[src/rtl/core/ndsaw_pkg.sv]
// shared types and constants for the n-dimensional sub-block address walker
// no dependencies; imported by nd_subblock_address_walker and tb
package ndsaw_pkg;

    localparam int DEF_MAX_DIMS   = 4;
    localparam int DEF_COORD_BITS = 16;

    // fixed field widths of the item and result ports
    localparam int OP_W     = 2;
    localparam int SLOT_W   = 2;
    localparam int SRC_W    = 8;
    localparam int EXT_W    = 16;
    localparam int PT_W     = 16;
    localparam int STRIDE_W = 32;
    localparam int DEST_W   = 50;
    localparam int OCRD_W   = 16;
    localparam int STAT_W   = 3;
    localparam int NUM_OCRD = 4;

    // configuration port
    localparam int CFG_IDX_W  = 2;
    localparam int CFG_DATA_W = 16;
    localparam int RANK_W     = 3;

    typedef enum logic [OP_W-1:0] {
        OP_LOAD_FILE   = 2'd0,
        OP_LOAD_MATRIX = 2'd1,
        OP_START       = 2'd2,
        OP_STEP        = 2'd3
    } t_op;

    typedef enum logic [STAT_W-1:0] {
        ST_OK         = 3'd0,
        ST_RANK       = 3'd1,
        ST_DIM_INDEX  = 3'd2,
        ST_DUPLICATE  = 3'd3,
        ST_ZERO_LEN   = 3'd4,
        ST_START      = 3'd5,
        ST_UPPER      = 3'd6,
        ST_NOT_ACTIVE = 3'd7
    } t_status;

    typedef enum logic [CFG_IDX_W-1:0] {
        CFG_FILE_DIMS   = 2'd0,
        CFG_MATRIX_DIMS = 2'd1,
        CFG_DIM_OFFSET  = 2'd2,
        CFG_PT_OFFSET   = 2'd3
    } t_cfg_idx;

endpackage

[src/rtl/core/nd_subblock_address_walker.sv]
// Sub-block address walker for an N-dimensional data file. Load items fill the file and
// matrix descriptors, a start item validates them and arms the walk, and each step item
// in an armed walk returns the current file coordinates and destination offset and then
// advances the odometer. Every item gives exactly one result. An accepted item is held
// in an input register and its result is then registered in the output register; one
// item is taken every cycle unless the result channel stalls. That rate is set by the
// combinational path from the input register through the descriptor checks, the
// odometer carry chain over MAX_DIMS dimensions and the MAX_DIMS-way sum of the
// per-dimension offset accumulators into the output register. There is no
// multiplier: each dimension keeps position times stride as a running sum.
// Configuration writes end any walk in progress.
// depends on: ndsaw_pkg
module nd_subblock_address_walker
    import ndsaw_pkg::*;
#(
    parameter int MAX_DIMS   = DEF_MAX_DIMS,
    parameter int COORD_BITS = DEF_COORD_BITS
) (
    input  logic                         i_clk,
    input  logic                         i_rst_n,
    // configuration
    input  logic                         i_cfg_we,
    input  logic [CFG_IDX_W-1:0]         i_cfg_idx,
    input  logic [CFG_DATA_W-1:0]        i_cfg_data,
    // item channel
    input  logic                         i_in_valid,
    output logic                         o_in_stall,
    input  logic [OP_W-1:0]              i_operation,
    input  logic [SLOT_W-1:0]            i_slot,
    input  logic [SRC_W-1:0]             i_source_dim,
    input  logic [EXT_W-1:0]             i_extent,
    input  logic [PT_W-1:0]              i_start_point,
    input  logic signed [STRIDE_W-1:0]   i_stride,
    // result channel
    output logic                         o_out_valid,
    input  logic                         i_out_stall,
    output logic [OCRD_W-1:0]            o_coord_a,
    output logic [OCRD_W-1:0]            o_coord_b,
    output logic [OCRD_W-1:0]            o_coord_c,
    output logic [OCRD_W-1:0]            o_coord_d,
    output logic signed [DEST_W-1:0]     o_dest_offset,
    output logic                         o_last,
    output logic [STAT_W-1:0]            o_status
);

    localparam int CW   = COORD_BITS;
    // compare width: holds a corrected start plus a length without wrapping
    localparam int CMPW = ((CW > PT_W) ? CW : PT_W) + 1;

    // configuration registers
    logic [RANK_W-1:0]  r_file_dims;
    logic [RANK_W-1:0]  r_matrix_dims;
    logic [SRC_W-1:0]   r_dim_off;
    logic [PT_W-1:0]    r_pt_off;

    // descriptor stores
    logic [CW-1:0]              r_fsize  [MAX_DIMS];
    logic [CW-1:0]              r_start  [MAX_DIMS];
    logic [SRC_W-1:0]           r_src    [MAX_DIMS];
    logic [CW-1:0]              r_len    [MAX_DIMS];
    logic signed [STRIDE_W-1:0] r_stride [MAX_DIMS];

    // walk state, kept per file dimension
    logic                       r_active;
    logic                       r_incl   [MAX_DIMS];
    logic [CW-1:0]              r_cur    [MAX_DIMS];
    logic [CW-1:0]              r_base   [MAX_DIMS];
    logic [CW-1:0]              r_pos    [MAX_DIMS];
    logic [CW-1:0]              r_dlen   [MAX_DIMS];
    logic signed [STRIDE_W-1:0] r_dstride[MAX_DIMS];
    logic signed [DEST_W-1:0]   r_acc    [MAX_DIMS];

    // input register
    logic                       r_in_vld;
    logic [OP_W-1:0]            r_in_op;
    logic [SLOT_W-1:0]          r_in_slot;
    logic [SRC_W-1:0]           r_in_src;
    logic [EXT_W-1:0]           r_in_ext;
    logic [PT_W-1:0]            r_in_pt;
    logic signed [STRIDE_W-1:0] r_in_stride;

    // output register
    logic                       r_out_vld;
    logic [OCRD_W-1:0]          r_coord [NUM_OCRD];
    logic signed [DEST_W-1:0]   r_dest;
    logic                       r_last;
    t_status                    r_status;

    logic    in_accept;
    logic    advance;
    t_op     cur_op;

    // start check results
    t_status                    chk_status;
    logic [SRC_W-1:0]           src_c    [MAX_DIMS];
    logic                       map_incl [MAX_DIMS];
    logic [CW-1:0]              map_len  [MAX_DIMS];
    logic signed [STRIDE_W-1:0] map_stride[MAX_DIMS];
    logic [CW-1:0]              cstart   [MAX_DIMS];

    // step results
    logic [CW-1:0]              n_cur  [MAX_DIMS];
    logic [CW-1:0]              n_pos  [MAX_DIMS];
    logic signed [DEST_W-1:0]   n_acc  [MAX_DIMS];
    logic                       step_done;
    logic signed [DEST_W-1:0]   dest_sum;
    logic [OCRD_W-1:0]          coord_v [NUM_OCRD];

    assign advance    = r_in_vld && (!r_out_vld || !i_out_stall);
    assign o_in_stall = r_in_vld && !advance;
    assign in_accept  = i_in_valid && !o_in_stall;
    assign cur_op     = t_op'(r_in_op);

    // descriptor checks and file-to-matrix dimension map
    always_comb begin
        logic              rank_bad;
        logic              found;
        logic              any_zero;
        logic              any_start;
        logic              any_upper;
        logic              idx_bad;
        logic              dup;
        logic [CMPW-1:0]   cs_w;
        logic [CMPW-1:0]   pt_w;
        logic [CMPW-1:0]   upper;

        pt_w      = CMPW'(r_pt_off);
        rank_bad  = (r_file_dims == '0) || (int'(r_file_dims) > MAX_DIMS) ||
                    (r_matrix_dims == '0) || (r_matrix_dims > r_file_dims);
        found     = 1'b0;
        any_zero  = 1'b0;
        any_start = 1'b0;
        any_upper = 1'b0;
        chk_status = ST_OK;

        for (int m = 0; m < MAX_DIMS; m++) begin
            src_c[m] = r_src[m] - r_dim_off;
        end
        for (int f = 0; f < MAX_DIMS; f++) begin
            cstart[f] = CW'(CMPW'(r_start[f]) - pt_w);
        end

        // index then duplicate, dimension by dimension
        for (int i = 0; i < MAX_DIMS; i++) begin
            idx_bad = (r_src[i] < r_dim_off) || (src_c[i] >= SRC_W'(r_file_dims));
            dup     = 1'b0;
            for (int p = 0; p < i; p++) begin
                if (r_src[i] == r_src[p]) begin
                    dup = 1'b1;
                end
            end
            if (!found && (i < int'(r_matrix_dims))) begin
                if (idx_bad) begin
                    chk_status = ST_DIM_INDEX;
                    found      = 1'b1;
                end else if (dup) begin
                    chk_status = ST_DUPLICATE;
                    found      = 1'b1;
                end
            end
        end

        for (int i = 0; i < MAX_DIMS; i++) begin
            if ((i < int'(r_matrix_dims)) && (r_len[i] == '0)) begin
                any_zero = 1'b1;
            end
        end

        for (int f = 0; f < MAX_DIMS; f++) begin
            cs_w = CMPW'(r_start[f]) - pt_w;
            if ((f < int'(r_file_dims)) &&
                ((CMPW'(r_start[f]) < pt_w) || (cs_w >= CMPW'(r_fsize[f])))) begin
                any_start = 1'b1;
            end
        end

        for (int i = 0; i < MAX_DIMS; i++) begin
            for (int f = 0; f < MAX_DIMS; f++) begin
                upper = CMPW'(r_start[f]) - pt_w + CMPW'(r_len[i]) - CMPW'(1);
                if ((i < int'(r_matrix_dims)) && (src_c[i] == SRC_W'(f)) &&
                    (upper >= CMPW'(r_fsize[f]))) begin
                    any_upper = 1'b1;
                end
            end
        end

        priority if (rank_bad) begin
            chk_status = ST_RANK;
        end else if (found) begin
            chk_status = chk_status;
        end else if (any_zero) begin
            chk_status = ST_ZERO_LEN;
        end else if (any_start) begin
            chk_status = ST_START;
        end else if (any_upper) begin
            chk_status = ST_UPPER;
        end else begin
            chk_status = ST_OK;
        end

        // sources are distinct after a good check, so an or-mux picks the one match
        for (int f = 0; f < MAX_DIMS; f++) begin
            map_incl[f]   = 1'b0;
            map_len[f]    = '0;
            map_stride[f] = '0;
            for (int m = 0; m < MAX_DIMS; m++) begin
                if ((m < int'(r_matrix_dims)) && (src_c[m] == SRC_W'(f))) begin
                    map_incl[f]   = 1'b1;
                    map_len[f]    = map_len[f] | r_len[m];
                    map_stride[f] = map_stride[f] | r_stride[m];
                end
            end
        end
    end

    // odometer: lowest included file dimension fastest
    always_comb begin
        logic          carry;
        logic [CW:0]   pos_inc;

        carry = 1'b1;
        for (int f = 0; f < MAX_DIMS; f++) begin
            n_cur[f] = r_cur[f];
            n_pos[f] = r_pos[f];
            n_acc[f] = r_acc[f];
            pos_inc  = (CW+1)'(r_pos[f]) + (CW+1)'(1);
            if (r_incl[f] && carry) begin
                if (pos_inc >= (CW+1)'(r_dlen[f])) begin
                    n_cur[f] = r_base[f];
                    n_pos[f] = '0;
                    n_acc[f] = '0;
                end else begin
                    n_cur[f] = r_cur[f] + CW'(1);
                    n_pos[f] = CW'(pos_inc);
                    n_acc[f] = r_acc[f] + DEST_W'(r_dstride[f]);
                    carry    = 1'b0;
                end
            end
        end
        step_done = carry;
    end

    always_comb begin
        dest_sum = '0;
        for (int f = 0; f < MAX_DIMS; f++) begin
            dest_sum = dest_sum + r_acc[f];
        end
        for (int k = 0; k < NUM_OCRD; k++) begin
            coord_v[k] = '0;
        end
        for (int k = 0; (k < NUM_OCRD) && (k < MAX_DIMS); k++) begin
            coord_v[k] = OCRD_W'(r_cur[k]);
        end
    end

    // control
    always_ff @(posedge i_clk) begin
        if (!i_rst_n) begin
            r_in_vld      <= 1'b0;
            r_out_vld     <= 1'b0;
            r_active      <= 1'b0;
            r_file_dims   <= RANK_W'(1);
            r_matrix_dims <= RANK_W'(1);
            r_dim_off     <= '0;
            r_pt_off      <= '0;
            for (int d = 0; d < MAX_DIMS; d++) begin
                r_fsize[d] <= '0;
            end
        end else begin
            if (in_accept) begin
                r_in_vld <= 1'b1;
            end else if (advance) begin
                r_in_vld <= 1'b0;
            end

            if (advance) begin
                r_out_vld <= 1'b1;
            end else if (!i_out_stall) begin
                r_out_vld <= 1'b0;
            end

            if (i_cfg_we) begin
                unique case (t_cfg_idx'(i_cfg_idx))
                    CFG_FILE_DIMS:   r_file_dims   <= RANK_W'(i_cfg_data);
                    CFG_MATRIX_DIMS: r_matrix_dims <= RANK_W'(i_cfg_data);
                    CFG_DIM_OFFSET:  r_dim_off     <= SRC_W'(i_cfg_data);
                    CFG_PT_OFFSET:   r_pt_off      <= PT_W'(i_cfg_data);
                    default:         r_pt_off      <= r_pt_off;
                endcase
                r_active <= 1'b0;
            end else if (advance) begin
                unique case (cur_op)
                    OP_LOAD_FILE: begin
                        r_active <= 1'b0;
                        for (int d = 0; d < MAX_DIMS; d++) begin
                            if (int'(r_in_slot) == d) begin
                                r_fsize[d] <= CW'(r_in_ext);
                            end
                        end
                    end
                    OP_LOAD_MATRIX: r_active <= 1'b0;
                    OP_START:       r_active <= (chk_status == ST_OK);
                    OP_STEP: begin
                        if (r_active && step_done) begin
                            r_active <= 1'b0;
                        end
                    end
                    default:        r_active <= r_active;
                endcase
            end
        end
    end

    // payload: input register, descriptor stores, walk state, results
    always_ff @(posedge i_clk) begin
        if (in_accept) begin
            r_in_op     <= i_operation;
            r_in_slot   <= i_slot;
            r_in_src    <= i_source_dim;
            r_in_ext    <= i_extent;
            r_in_pt     <= i_start_point;
            r_in_stride <= i_stride;
        end

        if (advance) begin
            for (int k = 0; k < NUM_OCRD; k++) begin
                r_coord[k] <= '0;
            end
            r_dest   <= '0;
            r_last   <= 1'b0;
            r_status <= ST_OK;

            unique case (cur_op)
                OP_LOAD_FILE: begin
                    for (int d = 0; d < MAX_DIMS; d++) begin
                        if (int'(r_in_slot) == d) begin
                            r_start[d] <= CW'(r_in_pt);
                        end
                    end
                end
                OP_LOAD_MATRIX: begin
                    for (int d = 0; d < MAX_DIMS; d++) begin
                        if (int'(r_in_slot) == d) begin
                            r_src[d]    <= r_in_src;
                            r_len[d]    <= CW'(r_in_ext);
                            r_stride[d] <= r_in_stride;
                        end
                    end
                end
                OP_START: begin
                    r_status <= chk_status;
                    if (chk_status == ST_OK) begin
                        for (int f = 0; f < MAX_DIMS; f++) begin
                            r_cur[f]     <= (f < int'(r_file_dims)) ? cstart[f] : '0;
                            r_base[f]    <= cstart[f];
                            r_pos[f]     <= '0;
                            r_acc[f]     <= '0;
                            r_incl[f]    <= map_incl[f];
                            r_dlen[f]    <= map_len[f];
                            r_dstride[f] <= map_stride[f];
                        end
                    end
                end
                OP_STEP: begin
                    if (!r_active) begin
                        r_status <= ST_NOT_ACTIVE;
                    end else begin
                        for (int k = 0; k < NUM_OCRD; k++) begin
                            r_coord[k] <= coord_v[k];
                        end
                        r_dest <= dest_sum;
                        r_last <= step_done;
                        for (int f = 0; f < MAX_DIMS; f++) begin
                            r_cur[f] <= n_cur[f];
                            r_pos[f] <= n_pos[f];
                            r_acc[f] <= n_acc[f];
                        end
                    end
                end
                default: r_status <= ST_OK;
            endcase
        end
    end

    assign o_out_valid   = r_out_vld;
    assign o_coord_a     = r_coord[0];
    assign o_coord_b     = r_coord[1];
    assign o_coord_c     = r_coord[2];
    assign o_coord_d     = r_coord[3];
    assign o_dest_offset = r_dest;
    assign o_last        = r_last;
    assign o_status      = r_status;

endmodule

[config.mk]
export PLATFORM = sky130hd
export DESIGN_NAME = nd_subblock_address_walker
export DESIGN_NICKNAME = d
export VERILOG_FILES = /design/src/rtl/core/ndsaw_pkg.sv /design/src/rtl/core/nd_subblock_address_walker.sv
export SDC_FILE = /design/constraint.sdc
export NUM_CORES = 2
export LEC_CHECK = 0
export BUFFER_PORTS_ARGS = -buffer_cell sky130_fd_sc_hd__buf_4
export CELL_PAD_IN_SITES_DETAIL_PLACEMENT = 1
export CELL_PAD_IN_SITES_GLOBAL_PLACEMENT = 2
export CORE_ASPECT_RATIO = 1.25
export CORE_MARGIN = 5
export CORE_UTILIZATION = 46
export DETAILED_ROUTE_END_ITERATION = 7
export PLACE_DENSITY = 0.88
export SYNTH_ARGS = -nofsm -noshare
export SYNTH_HDL_FRONTEND = slang
export SYNTH_SLANG_ARGS = --single-unit
[constraint.sdc]
create_clock -name i_clk -period 34.4 [get_ports i_clk]
set_clock_uncertainty 0.2 [all_clocks]
set_input_delay 8.6 -clock i_clk [delete_from_list [all_inputs] [get_ports i_clk]]
set_output_delay 8.6 -clock i_clk [all_outputs]
set_load 0.02 [all_outputs]
# After elaboration in Yosys (flattened, before gate mapping)
# Memory sizes are Yosys's and may differ from the RTL's.
# Index checks and enable logic that the tools add are counted.
[totals]
wordCells = 564
ram_bits = 1004
inputBits = 99
mem_count = 13
out_inout_bits = 120
reg_bits = 163
[op_classes]
muxes = 256
add_sub_neg = 55
n_eq_ne = 29
n_bitwise = 45
n_lt_le_gt_ge = 46
n_reduce_logical = 104
[mem_list]
columns = ["name", "depth", "width", "read_ports", "rd_ports_with_merged_regs", "wr", "line_no", "source"]
rows = [
  ["r_acc", 4, 50, 4, 0, 4, "nd_subblock_address_walker.sv:71", "logic signed [DEST_W-1:0] r_acc [MAX_DIMS];"],
  ["r_dstride", 4, 32, 4, 0, 4, "nd_subblock_address_walker.sv:70", "logic signed [STRIDE_W-1:0] r_dstride[MAX_DIMS];"],
  ["r_stride", 4, 32, 4, 0, 1, "nd_subblock_address_walker.sv:61", "logic signed [STRIDE_W-1:0] r_stride [MAX_DIMS];"],
  ["r_base", 4, 16, 4, 0, 4, "nd_subblock_address_walker.sv:67", "logic [CW-1:0] r_base [MAX_DIMS];"],
  ["r_coord", 4, 16, 4, 0, 4, "nd_subblock_address_walker.sv:84", "logic [OCRD_W-1:0] r_coord [NUM_OCRD];"],
  ["r_cur", 4, 16, 4, 0, 4, "nd_subblock_address_walker.sv:66", "logic [CW-1:0] r_cur [MAX_DIMS];"],
  ["+7 memories", "n/a", "n/a", "n/a", "n/a", "n/a", "n/a", ""],
]
[ops]
columns = ["op", "n"]
rows = [
  ["16-bit two-way mux", 58],
  ["32-bit two-way mux", 19],
  ["50-bit two-way mux", 12],
  ["17-bit by 16-bit >= comparator with 1-bit output", 24],
  ["32-bit OR", 12],
  ["17-bit by 16-bit adder with 17-bit output", 16],
  ["17-bit by 1-bit subtractor with 17-bit output, second input constant", 16],
  ["50-bit by 32-bit adder with 50-bit output", 4],
  ["16-bit OR", 12],
  ["50-bit adder", 3],
  ["1-bit two-way mux", 133],
  ["16-bit OR reduction", 6],
  ["32-bit OR reduction", 3],
  ["16-bit by 1-bit adder with 17-bit output, second input constant", 4],
  ["16-bit by 16-bit subtractor with 17-bit output", 4],
  ["16-bit by 1-bit adder with 16-bit output, second input constant", 4],
  ["8-bit by 2-bit equality test with 1-bit output, second input constant", 8],
  ["16-bit zero test", 4],
  ["16-bit < comparator", 4],
  ["1-bit logical AND", 50],
  ["8-bit equality test", 6],
  ["3-bit two-way mux", 16],
  ["8-bit by 1-bit equality test with 1-bit output, second input constant", 4],
  ["8-bit by 3-bit >= comparator with 1-bit output", 4],
  ["25 further kinds", 109],
]

# Logic depth before layout (Yosys ltp)
# An unclocked memory read counts as a cell.
[logic_depth]
depth_word = 33
ltp_mapped = 35
depth_no_buf = 35

# Least setup slack after synthesis
# OpenSTA, ideal clock, no wires.
[synth_timing]
path_type = "in2out"
from = "in i_out_stall"
to = "out o_in_stall"
setup_slack_ps = 16714
t_arrival_ps = 8886
path_buffers = 0
path_stages = 1
required_ps = 25600
path_cell_list = "and3_1"
[synth_via]
elab_chain_len = 5
[synth_lines]
columns = ["element", "line_no", "source"]
rows = [
  ["start: declaration", "nd_subblock_address_walker.sv:36", "input logic i_out_stall,"],
  ["1-bit zero test", "n/a", ""],
  ["1-bit logical OR", "nd_subblock_address_walker.sv:109", "assign advance = r_in_vld && (!r_out_vld || !i_out_stall);"],
  ["1-bit logical AND", "nd_subblock_address_walker.sv:109", ""],
  ["1-bit zero test", "nd_subblock_address_walker.sv:110", "assign o_in_stall = r_in_vld && !advance;"],
  ["1-bit logical AND", "nd_subblock_address_walker.sv:110", ""],
  ["end: declaration", "nd_subblock_address_walker.sv:27", "output logic o_in_stall,"],
]
# No other way between the ends.

# Worst setup path after layout
# Same ends and word-level chain as after synthesis.

==> summary.txt <==
Logic synthesis
  – Adder-cell area share of the yosys netlist: 19.7%
  – Simple-gate share of the synthesized area: 11.5%
  – Yosys warning total: 0
  – Synth top area share: 38.8%
  – Post-synthesis mux area share: 0.218%
  – Count of cell types in the netlist: 94
  – Post-synthesis compound-gate area fraction: 17.3%
  – Post-synthesis sequential area ratio: 39.5%
  – Mapped Area: roughly 90000 sq um
  – Async SR Flop Fraction: 0%
  – Cell taking the most area after synthesis: edfxtp_1
  – Mean Syn Cell Area: 10.2 sq um
  – Post-synth net total: 9978
  – Post-synth EDFFs: 1134
  – Largest family of logic cells by synthesized area: adder cells
  – XOR/XNOR Fraction of Synth Area: between 7 and 8%
  – Synth Register Bits: 1167
  – Synthesized netlist cell count: 8573
  – Main area contributors after synthesis: edfxtp_1, ha_1, xnor2_1
  – Top_reg_cell synth: edfxtp_1

Finish
  – Max reg flops: 200
  – Top flop regs: r_acc (200), r_dstride (128), r_stride (128)
  – Share of post-route cells with drive strength above 1: 7.21%
  – Area delta synth->final: 11.0%
  – Top reg by flops: r_acc
  – Layout Nets: 10200
  – Post-Layout Inst Area: 97500 sq um

Status
  – Violated checks: DRC
  – Status: finished with violations

Clocking
  – Hold_buf cts: 0
  – Maximum clock path buffer count: 3
  – Reg clk slew, reported paths: around 60 ps
  – Clock sinks: 1167
  – CTS root buffer: clkbuf_16
  – Post-CTS Setup Inserts: 0
  – Post-cts gate resize count: 0
  – CTS tree: built
  – Num CTS Buffers: between 100 and 150
  – Clk_lat worst skew: 820 ps
  – H-tree level count: 4

Timing
  – Slew HR: 17.8%
  – Unrepaired setup endpoints after global routing: no
  – Achievable Freq: 55.8 MHz
  – Minimum clock period: 17920 ps
  – Worst-Margin Slew: roughly 1200 ps
  – Final period util: 52.1%
  – Hold Worst Slack: around 270 ps
  – Final setup vio count: 0
  – Hold Fails Final Rpt: 0
  – Setup TNS Final: 0 ps
  – Final Max Slew Viols: 0

Global routing
  – GRT Residual Overflow: 0
  – First-pass GRT wire length: 478 mm
  – Initial antenna violation count: 24
  – Largest net degree at the start of global routing: 89
  – GRT Resource Usage Total: about a third
  – Vias in the first global route: about 75000

Pwr
  – VDD IR max: 0.0000591 V
  – Pleak: around 43 nW
  – Power Density: 37.7 nW/um^2

Routing
  – Vias per cell: 6.22
  – ANT nets after route: 0
  – Vias after detailed routing: slightly above 70000
  – DRC viols: 13
  – WL final: 327 mm
  – DR pass1 iterations: 8
  – Starting DRC count in detailed routing: approximately 6000
  – WL per Instance: 28.5 um

Critical path
  – Reg2reg end: r_dstride[3][29]
  – Data arrival, critical path: slightly above 9000 ps
  – FF-to-FF Start: r_pt_off[1]
  – Setup slack, reg-to-reg: 22720 ps
  – Critical Path Fanout Max: 3
  – Crit Path Class: input port to output port
  – CP required: 25600 ps
  – Crit. End Element: output port
  – CP Launch Type: input port
  – Worst Reg-to-Reg Cells: 35

Floorplan
  – I/O pin count: 219
  – Initial Utilization: 46.2%
  – FP Rows: 179
  – Die width: between 400 and 500 um
  – Core area: 190000 sq um
  – Die Ht: 499 um
  – Die area: 200000 sq um

Hold path
  – Hold path start: r_pt_off[13]
  – Hold path endpoint: r_pt_off[13]
  – Worst hold-check path type: flop to flop
  – Hold depth: 2

Place
  – I/O Buffers: around 220
  – Post-DP HPWL: around 240 mm
  – GP Congestion: 1.01
  – Placed Area: just over 90000 sq um

Run
  – Max cap viols: 0
-- critical path, cell delays in order --
cell	delay (ps)
buf_4	120
and3_1	220
buf_4	170
-- metrics by stage --
step	setup slack, ps	total power, mW	std cells	util [%]
global placement	16480	2.21	11200	49.0
CTS	16480	3.69	11500	51.3
global route	16450	3.82	11500	51.3
floorplan	16710	2.03	8573	-
finish	16480	3.67	11500	51.3
detailed placement	16480	2.23	11200	49.0
-- layout by cell type, fill, tap and decap left out, drive strengths merged, types with 108 or more instances in the layout --
cell	Yosys	final
and2	121	121
a22o	114	114
nor2	562	562
o21ai	368	368
xor2	269	269
inv	819	830
buf	8	362
a221o	122	122
nand3	138	138
ha	1180	1180
fa	126	126
and3	159	159
edfxtp	1134	1134
a21o	285	285
a21oi	553	553
nand2	542	542
xnor2	462	462
nor3	108	108
clkbuf	220	161
-- per-layer routing --
layer | vias up | GRT usage (%) | share of wire [%]
met5 | - | 0 | 0.0086
met4 | 6 | 22.7 | 8.7
met3 | 942 | 4.77 | 6.3
met2 | 2783 | 53.9 | 47
met1 | 35600 | 37.0 | 38
li1 | 32200 | - | -
-- cell families after synthesis --
logic type / after synthesis
multiplexers: 19
AO/OA/AOI/OAI: 2222
XOR/XNOR: 732
flip-flops: 1167
adder cells (fa/ha/maj): 1306
AND/OR/NAND/NOR: 2079
buffers and inverters: 1048
-- how the worst max path moves through the flow --
stage          slack [ps]  depth (start not counted)    endpoint   startpoint
2_1_floorplan       16710                          1  o_in_stall  i_out_stall
3_3_place_gp        16480                          3  o_in_stall  i_out_stall
3_5_place_dp        16480                          3  o_in_stall  i_out_stall
4_1_cts             16480                          3  o_in_stall  i_out_stall
5_1_grt             16450                          3  o_in_stall  i_out_stall
6_report            16480                          3  o_in_stall  i_out_stall
-- cells in the mapped netlist (33+ instances only) --
| cell type | count |
|---|---|
| nor3_1 | 108 |
| xor2_1 | 269 |
| o21bai_1 | 85 |
| nor4_1 | 46 |
| a222oi_1 | 79 |
| dfxtp_1 | 33 |
| inv_1 | 818 |
| a22o_1 | 114 |
| o31ai_1 | 38 |
| nand3_1 | 138 |
| a21boi_0 | 39 |
| o22ai_1 | 63 |
| a211oi_1 | 74 |
| fa_1 | 126 |
| o21a_1 | 105 |
| nor2_1 | 561 |
| nand2b_1 | 80 |
| a31oi_1 | 65 |
| nand2_1 | 542 |
| nand4_1 | 94 |
| and3_1 | 159 |
| clkbuf_1 | 220 |
| xnor2_1 | 462 |
| a221o_1 | 122 |
| o211ai_1 | 42 |
| a21o_1 | 285 |
| and2_1 | 121 |
| ha_1 | 1180 |
| edfxtp_1 | 1134 |
| o21ai_0 | 357 |
| nor2b_1 | 101 |
| a21oi_1 | 552 |
-- power breakdown --
part / internal, mW / switching, mW
sequential: 1.57 / 0.0263
clock: 0.828 / 0.629
combinational: 0.259 / 0.364
total: 2.65 / 1.02
-- cell type report --
class                      count  area (sq um)
fill                       20700         92600
multi-input combinational   6358         49400
sequential                  1167         34700
clock buffer                 161          3490
tap                         2534          3170
inverter                     820          3090
timing repair buffer         362          2730
clock inverter                74           857
antenna                       20          50.0
(Power assumes the default switching activity.)
